==> src/rtl/rpn_pkg.sv <==
// ============================================================================
// rpn_pkg
// Shared types and constants for the RPN stack calculator.
// ============================================================================
`default_nettype none

package rpn_pkg;

    // Item types of the two channels
    typedef struct packed {
        logic [7:0] ch;
        logic       token_end;
        logic       expr_end;
    } char_item_t;

    typedef struct packed {
        logic signed [63:0] total;
        logic signed [39:0] total_int;
        logic [1:0]         status;
    } result_item_t;

    // Arithmetic unit request
    typedef struct packed {
        logic       start;
        logic [1:0] op;
    } alu_req_t;

    // Arithmetic operations
    localparam logic [1:0] OP_ADD = 2'd0;
    localparam logic [1:0] OP_MUL = 2'd1;
    localparam logic [1:0] OP_SUB = 2'd2;

    // Token kinds
    localparam logic [2:0] KIND_IDLE = 3'd0;
    localparam logic [2:0] KIND_NUM  = 3'd1;
    localparam logic [2:0] KIND_ADD  = 3'd2;
    localparam logic [2:0] KIND_MUL  = 3'd3;
    localparam logic [2:0] KIND_SUB  = 3'd4;

    // Status codes
    localparam logic [1:0] ST_OK    = 2'd0;
    localparam logic [1:0] ST_BAD   = 2'd1;
    localparam logic [1:0] ST_OVF   = 2'd2;
    localparam logic [1:0] ST_UNF   = 2'd3;

    // Characters
    localparam logic [7:0] CH_PLUS  = 8'd43;
    localparam logic [7:0] CH_TIMES = 8'h78;
    localparam logic [7:0] CH_MINUS = 8'd45;
    localparam logic [7:0] CH_POINT = 8'h2E;
    localparam logic [7:0] CH_ZERO  = 8'd48;
    localparam logic [7:0] CH_NINE  = 8'd57;

    // Number accumulation
    localparam int         MANT_W     = 40;
    localparam int         FDIG_W     = 5;
    localparam logic [4:0] FDIG_MAX   = 5'd31;

    // Scaler: working word covers a 40-bit mantissa shifted by up to 32 bits
    localparam int          SCALE_W    = 72;
    localparam int          CHUNK_W    = 24;
    localparam int          CHUNKS     = SCALE_W / CHUNK_W;
    localparam int          DIV_IN_W   = CHUNK_W + 4;
    localparam int          DIV_PROD_W = DIV_IN_W + 32;
    localparam logic [31:0] RECIP10    = 32'hCCCC_CCCD;
    localparam int          RECIP_SH   = 35;

    // Saturation limits
    localparam logic [63:0] INT64_MAX  = 64'h7FFF_FFFF_FFFF_FFFF;
    localparam logic [63:0] INT64_MIN  = 64'h8000_0000_0000_0000;
    localparam logic [63:0] INT40_MAXU = 64'h0000_007F_FFFF_FFFF;
    localparam logic [63:0] INT40_MINU = 64'h0000_0080_0000_0000;

endpackage

`default_nettype wire

==> src/rtl/rpn_alu.sv <==
// ============================================================================
// rpn_alu
// Saturating add, subtract and fixed-point multiply of two stack values.
// Multiply builds the 128-bit product from four 32x32 partial products.
// ============================================================================
`default_nettype none

module rpn_alu #(
    parameter int FRACTION_BITS = 24
) (
    input  wire logic              clk,
    input  wire logic              rst_n,
    input  wire rpn_pkg::alu_req_t req,
    input  wire logic [63:0]       a,
    input  wire logic [63:0]       b,
    output logic                   done,
    output logic [63:0]            result
);
    import rpn_pkg::*;

    localparam logic [1:0] A_IDLE = 2'd0;
    localparam logic [1:0] A_MUL  = 2'd1;
    localparam logic [1:0] A_FIN  = 2'd2;

    logic [1:0]   state_reg, state_next;
    logic [1:0]   step_reg,  step_next;
    logic         done_reg,  done_next;
    logic [63:0]  ma_reg, mb_reg;
    logic         neg_reg;
    logic [127:0] acc_reg;
    logic [63:0]  res_reg;

    logic [63:0]  sum, diff, addsub;
    logic [31:0]  pa, pb;
    logic [63:0]  pp;
    logic [127:0] pp_shift;
    logic [63:0]  trunc, limit, mag_sat;
    logic         top_nz;

    // Saturating add and subtract
    assign sum  = a + b;
    assign diff = a - b;
    always_comb
    begin
        if (req.op == OP_SUB)
        begin
            if ((a[63] != b[63]) && (diff[63] != a[63]))
                addsub = a[63] ? INT64_MIN : INT64_MAX;
            else
                addsub = diff;
        end
        else
        begin
            if ((a[63] == b[63]) && (sum[63] != a[63]))
                addsub = a[63] ? INT64_MIN : INT64_MAX;
            else
                addsub = sum;
        end
    end

    // Partial product for this step: a half by step[1], b half by step[0]
    assign pa = step_reg[1] ? ma_reg[63:32] : ma_reg[31:0];
    assign pb = step_reg[0] ? mb_reg[63:32] : mb_reg[31:0];
    assign pp = pa * pb;
    always_comb
    begin
        case (step_reg)
            2'd0:    pp_shift = {64'd0, pp};
            2'd3:    pp_shift = {pp, 64'd0};
            default: pp_shift = {32'd0, pp, 32'd0};
        endcase
    end

    // Drop fraction bits of the product and saturate the magnitude
    assign trunc   = 64'(acc_reg >> FRACTION_BITS);
    assign top_nz  = |(acc_reg >> (64 + FRACTION_BITS));
    assign limit   = neg_reg ? INT64_MIN : INT64_MAX;
    assign mag_sat = (top_nz || (trunc > limit)) ? limit : trunc;

    // Sequencing
    always_comb
    begin
        state_next = state_reg;
        step_next  = step_reg;
        done_next  = 1'b0;
        case (state_reg)
            A_IDLE:
            begin
                if (req.start)
                begin
                    if (req.op == OP_MUL)
                    begin
                        state_next = A_MUL;
                        step_next  = 2'd0;
                    end
                    else
                    begin
                        done_next = 1'b1;
                    end
                end
            end
            A_MUL:
            begin
                step_next = step_reg + 2'd1;
                if (step_reg == 2'd3)
                    state_next = A_FIN;
            end
            A_FIN:
            begin
                done_next  = 1'b1;
                state_next = A_IDLE;
            end
            default:
            begin
                state_next = A_IDLE;
            end
        endcase
    end

    always_ff @(posedge clk or negedge rst_n)
    begin
        if (!rst_n)
        begin
            state_reg <= A_IDLE;
            step_reg  <= 2'd0;
            done_reg  <= 1'b0;
        end
        else
        begin
            state_reg <= state_next;
            step_reg  <= step_next;
            done_reg  <= done_next;
        end
    end

    // Operands, product accumulator and result
    always_ff @(posedge clk)
    begin
        if ((state_reg == A_IDLE) && req.start)
        begin
            if (req.op == OP_MUL)
            begin
                ma_reg  <= a[63] ? (64'd0 - a) : a;
                mb_reg  <= b[63] ? (64'd0 - b) : b;
                neg_reg <= a[63] ^ b[63];
                acc_reg <= '0;
            end
            else
            begin
                res_reg <= addsub;
            end
        end
        else if (state_reg == A_MUL)
        begin
            acc_reg <= acc_reg + pp_shift;
        end
        else if (state_reg == A_FIN)
        begin
            res_reg <= neg_reg ? (64'd0 - mag_sat) : mag_sat;
        end
    end

    assign done   = done_reg;
    assign result = res_reg;

endmodule

`default_nettype wire

==> config.mk <==
export PLATFORM = sky130hd
export DESIGN_NAME = rpn_alu
export DESIGN_NICKNAME = d
export VERILOG_FILES = /design/src/rtl/rpn_pkg.sv /design/src/rtl/rpn_alu.sv
export SDC_FILE = /design/constraint.sdc
export NUM_CORES = 2
export LEC_CHECK = 0
export BUFFER_PORTS_ARGS = -buffer_cell sky130_fd_sc_hd__buf_4
export CAP_MARGIN = 20
export CORE_MARGIN = 2
export CORE_UTILIZATION = 35
export CTS_CLUSTER_SIZE = 16
export DETAILED_ROUTE_END_ITERATION = 10
export GPL_ROUTABILITY_DRIVEN = 1
export PLACE_DENSITY = 0.62
export SYNTH_ARGS = -nofsm -noshare
export SYNTH_HDL_FRONTEND = slang
export SYNTH_SLANG_ARGS = --single-unit
==> constraint.sdc <==
create_clock -name clk -period 11 [get_ports clk]
set_input_delay 0.55 -clock clk [delete_from_list [all_inputs] [get_ports clk]]
set_output_delay 0.55 -clock clk [all_outputs]
set_load 0.01 [all_outputs]
=== Word level (Yosys, flattened, before mapping) ===
Index checks and enable logic that the tools add are counted.

* Logic and storage cells: 79
* Output and inout port bits: 65
* Register bits after elaboration: 326
* Input bits: 133

* Multiplexer cells: 29
* Magnitude comparators: 1
* Bitwise logic cells: 1
* Reduce and logical (&&, ||, !) cells: 15
* Multiply operators: 1
* Add/sub/neg operators: 7
* Eq/ne operators: 15

{| class="wikitable"
|+ Operators by type and width
! cell !! count
|-
| $mux W64 || 11
|-
| $mux W128 || 3
|-
| $pmux W128 S2 || 1
|-
| $sub A1 B64 Y64 const A || 3
|-
| $add A128 B128 Y128 || 1
|-
| $mux W63 || 2
|-
| $add A64 B64 Y64 || 1
|-
| $gt A64 B64 Y1 || 1
|-
| $mul A32 B32 Y64 || 1
|-
| $mux W32 || 2
|-
| $sub A64 B64 Y64 || 1
|-
| $reduce_or A40 Y1 || 1
|-
| $ne A2 B2 Y1 const B || 6
|-
| $mux W2 || 5
|-
| $reduce_and A3 Y1 || 3
|-
| $pmux W2 S2 || 2
|-
| $eq A2 B2 Y1 const B || 3
|-
| $reduce_bool A2 Y1 || 3
|-
| $eq A2 B1 Y1 const B || 2
|-
| $logic_not A2 Y1 || 2
|-
| $reduce_and A2 Y1 || 2
|-
| $logic_and A1 B1 Y1 || 3
|-
| $ne A1 B1 Y1 || 3
|-
| $add A2 B1 Y2 const B || 1
|-
| other kinds (5) || 6
|}

=== Depth between registers and ports, before layout ===
* Depth after elaboration: 9
* Depth in mapped cells: 48
* Gate-level depth less buffers: 44

=== Worst setup path before layout ===
Ideal clock, no wire load.

* Path kind: register to register
* Start: register step_reg[0]
* End: register acc_reg[88] (data pin)
* Period minus slack after synthesis: 11.757 ns
* Path buffers: 4
* Stages on the path, launching flop included: 46
* Setup time: 0.266 ns
* Arrival time: 11.491 ns
* Path slack: -0.757 ns
* Data required time: 10.734 ns
* Path through: dfrtp_1 > clkbuf_1 > clkbuf_1 > mux2i_1 > clkbuf_1 > nor2_1 > fa_1 > fa_1 > fa_1 > inv_1 > fa_1 > inv_1 > fa_1 > inv_1 > fa_1 > inv_1 > fa_1 > fa_1 > [... 10 more ...] > a21oi_1 > xor2_1 > o21ai_0 > ha_1 > clkbuf_1 > nand4_1 > inv_1 > a221oi_1 > o21ai_0 > a21oi_1 > or3_1 > o311a_1 > o21a_1 > or4b_2 > a31o_2 > o21ai_0 > xnor2_1 > nor2_1

* Longest elaborated chain between the ends: 6
* Elaborated cells between the ends (all ways): 8
* Those cells by class: add/sub (1); mul (1); eq/ne (1); mux (4); reduce/logical (1)

{| class="wikitable"
|+ Ends and longest elaborated chain
! what !! RTL line !! source
|-
| start, declared || rpn_alu.sv:26 || <nowiki>logic [1:0] step_reg, step_next;</nowiki>
|-
| start signal, assigned || rpn_alu.sv:131 || <nowiki>step_reg <= step_next;</nowiki>
|-
| $mux W32 || rpn_alu.sv:63 || <nowiki>assign pb = step_reg[0] ? mb_reg[63:32] : mb_reg[31:0];</nowiki>
|-
| $mul A32 B32 Y64 || rpn_alu.sv:64 || <nowiki>assign pp = pa * pb;</nowiki>
|-
| $pmux W128 S2 * || rpn_alu.sv:67 || <nowiki>case (step_reg)</nowiki>
|-
| $add A128 B128 Y128 * || rpn_alu.sv:155 || <nowiki>acc_reg <= acc_reg + pp_shift;</nowiki>
|-
| $mux W128 * || rpn_alu.sv:153 || <nowiki>else if (state_reg == A_MUL)</nowiki>
|-
| $mux W128 * || rpn_alu.sv:139 || <nowiki>if ((state_reg == A_IDLE) && req.start)</nowiki>
|-
| end signal, assigned || rpn_alu.sv:155 ||
|-
| end, declared || rpn_alu.sv:30 || <nowiki>logic [127:0] acc_reg;</nowiki>
|}

Mark *: on every way between the ends. The rest lies on a longest branch, timed or not. The select of a mux whose other input is x is not followed.
A chain may end at the register's enable or synchronous reset.

=== Worst setup path in the final report ===
* Start: register step_reg[1]
* End: register acc_reg[109] (data pin)

* Longest elaborated chain between the ends: 6
* Elaborated cells between the ends (all ways): 8
* Those cells by class: add/sub (1); mul (1); eq/ne (1); mux (4); reduce/logical (1)

{| class="wikitable"
|+ Ends and longest elaborated chain
! what !! RTL line !! source
|-
| $mux W32 || rpn_alu.sv:62 || <nowiki>assign pa = step_reg[1] ? ma_reg[63:32] : ma_reg[31:0];</nowiki>
|-
| $mul A32 B32 Y64 || rpn_alu.sv:64 ||
|-
| $pmux W128 S2 * || rpn_alu.sv:67 ||
|-
| $add A128 B128 Y128 * || rpn_alu.sv:155 ||
|-
| $mux W128 * || rpn_alu.sv:153 ||
|-
| $mux W128 * || rpn_alu.sv:139 ||
|}

Marks and branches as above.

==> metrics.txt <==
Sequential Area=0.009772 sq mm; Crit path arrival time=11.83 ns; synth unique cells=80; total congestion overflow=0; core area=between 0.15 and 0.2 sq mm; PortBufs=around 200; number of fill cells=roughly 18k; width of the die=~440 um; crit end category=flip-flop; Clock Path Buffers=3; DR vias=between 60k and 70k; drt drc=0; first-pass GRT wire length=around 430,000 um; Die H=~440 um; leading post-synthesis cells by cell area=fa_1, edfxtp_1, ha_1; commonest non-fill, non-tap cells in the layout=buf_4, inv_1, nor2_1; Clock transition at path regs=0.07 ns; Req. time, crit path=around 11 ns; io pins=approximately 200; Slew @ Worst Pin=1.080 ns; wire length per cell=25.45 um; number of enable flip-flop cells after synthesis=321; number of global-route vias before repair=around 65k; failing checks=setup timing; Slew Viols, Final=0; initial antenna violation count=16; most common cell after layout, fill and taps aside=buf_4; ys async rst share=1.534%; hpwl dp=between 200,000 and 250,000 um; setup TNS=-12.50 ns; Worst-Skew Late Latency=slightly below 0.7 ns; Clock Tree Root=clkbuf_16; final net count=10.71k; Placed Area=between 0.07 and 0.08 sq mm; Post-Syn Instances=~7.9k; Initial Util=a little over a third; GRT Util Overall=30.02%; Area Growth Syn to Fin=29.28%; final wirelength=~300,000 um; vias per cell=5.593; # setup viols final=between 40 and 50; post-synthesis sequential area ratio=between 10% and 20%; largest net degree at the start of global routing=between 100 and 150; Max Clk Rate=just under 90 MHz; status=finished, violations left; row count=160; share of cells above drive strength 1=between 20% and 30%; drt first pass iters=6; Tmin final=about 11 ns; crit path kind=reg2reg; cell taking the most area after synthesis=fa_1; Placer Congestion=about 1.1; die area=0.1944 sq mm; TritonCTS clock tree=built; Max Cap Viol=0; max reg flops=around 130; post-synth top area share=a little over a quarter; mean area per synthesized cell=approximately 8.5 sq um; DRT iter0 DRCs=between 7k and 8k; slowest CP cell=fa_2; Worst Hold Class=in2reg; ys flop type=edfxtp_1; Synth Net Count=between 9k and 10k; Crit path top cell by count=fa_1; Fin. Hold Viols=0; H-tree lvl count=2; area of the multi-input gates=around 0.055 sq mm; Antenna Nets Post-Route=0; clk sink count=~330; #FFs+latches synth=about 330; CP peak stage delay=slightly above 0.6 ns; RSZ-0062 raised after global routing=yes; TritonCTS Buffers=46; Worst Clk Skew=around 0.077 ns; yosys synthesis warning count=0; CP startpoint kind=flip-flop; CP max FO=7; final worst-path setup slack=-0.4688 ns; Finished Cell Area=approximately 0.086 sq mm; Mapped Area=between 0.06 and 0.07 sq mm; Tcrit/Tclk final=104.3%; Max transition margin=between 20 and 30%
cells by family (layout without fill, tap and decap cells):
family | Yosys count | in the layout | synth area share, %
simple gates | 2424 | 2424 | 16.07
fa+ha+maj | 1492 | 1492 | 38.05
xor+xnor | 434 | 434 | 5.689
flops | 326 | 326 | 14.61
compound gates | 1652 | 1652 | 15.41
buf+inv | 1422 | 2654 | 7.990
other cells | 0 | 11 | 0
mux | 137 | 137 | 2.176
worst paths after layout:
| kind | from | to | slack, ns | cells after the start |
|---|---|---|---|---|
| max | step_reg[1] | acc_reg[109] | -0.47 | 48 |
| min | a[0] | ma_reg[0] | 0.20 | 1 |
| max reg2reg | step_reg[1] | acc_reg[109] | -0.47 | 48 |
| min reg2reg | acc_reg[0] | acc_reg[0] | 0.66 | 2 |
| max in group asynchronous | rst_n | step_reg[0] | 10.48 | 2 |
| min in group asynchronous | rst_n | done | 0.25 | 2 |
metal layers:
metal | vias to the layer above | GRT usage, % | wire length, um
met5 | - | 0.4467 | 135
met4 | 4 | 15.39 | 18980
met3 | 666 | 5.135 | 25210
met2 | 3062 | 46.16 | 130000
met1 | 32640 | 40.47 | 121900
li1 | 28740 | - | -
worst max-delay path: cells and delay by family (launching register included):
family,cells,cell delay (ns)
AND/OR/NAND/NOR,9,1.38
multiplexers,1,0.21
buffers and inverters,11,1.49
XOR/XNOR,2,0.38
flip-flops,1,0.58
adder cells (fa/ha/maj),10,4.71
AO/OA/AOI/OAI,15,2.40
area by class of cell:
cell class | instances | area share, %
Antenna cell | 11 | 0.03187
Clock buffer | 55 | 1.395
Clock inverter | 30 | 0.4751
Inverter | 1046 | 4.548
Multi-Input combinational cell | 6139 | 63.55
Sequential cell | 326 | 11.31
Tap cell | 2511 | 3.637
Timing Repair Buffer | 1523 | 15.05
per-stage QoR:
| step | util (%) | hold slack (ns) | setup slack (ns) | instances |
|---|---|---|---|---|
| after detailed placement | 42.03 | 0.3996 | -1.163 | 11360 |
| after global placement | 42.03 | 0.3993 | -1.307 | 11360 |
| final | 45.47 | 0.2028 | -0.4688 | 11640 |
| after CTS | 44.78 | 0.1707 | -0.3071 | 11590 |
| after global routing | 45.46 | 0.1899 | -0.7672 | 11640 |
| after floorplan | - | 0.2544 | 0.02542 | 7887 |
cell usage after synthesis, types with 28 or more instances:
cell	instances
a211oi_1	37
a21o_1	132
a21oi_1	573
a22o_1	48
a31oi_1	56
and2_1	76
and3_1	28
clkbuf_1	353
edfxtp_1	321
fa_1	900
ha_1	592
inv_1	1039
mux2_2	66
mux2i_1	71
nand2_1	769
nand2b_1	50
nand3_1	69
nand4_1	83
nor2_1	1004
nor2b_1	57
nor3_1	81
nor4_1	44
o21a_1	40
o21ai_0	348
o21bai_1	80
o22ai_1	31
o31ai_1	110
or3_1	52
or4_1	38
xnor2_1	355
xor2_1	79
timing repair:
action	4_1_cts	5_1_grt
buffers inserted	149	56
pin swaps	253	212
gates cloned	5	1
hold endpoints to repair	5	0
endpoints found under the setup margin	76	79
gates resized for setup	526	227
hold buffers	1	0
Power is left out: the tool's default activity adds up to more than one toggle a clock period on the data nets, which glitch-free logic cannot reach.
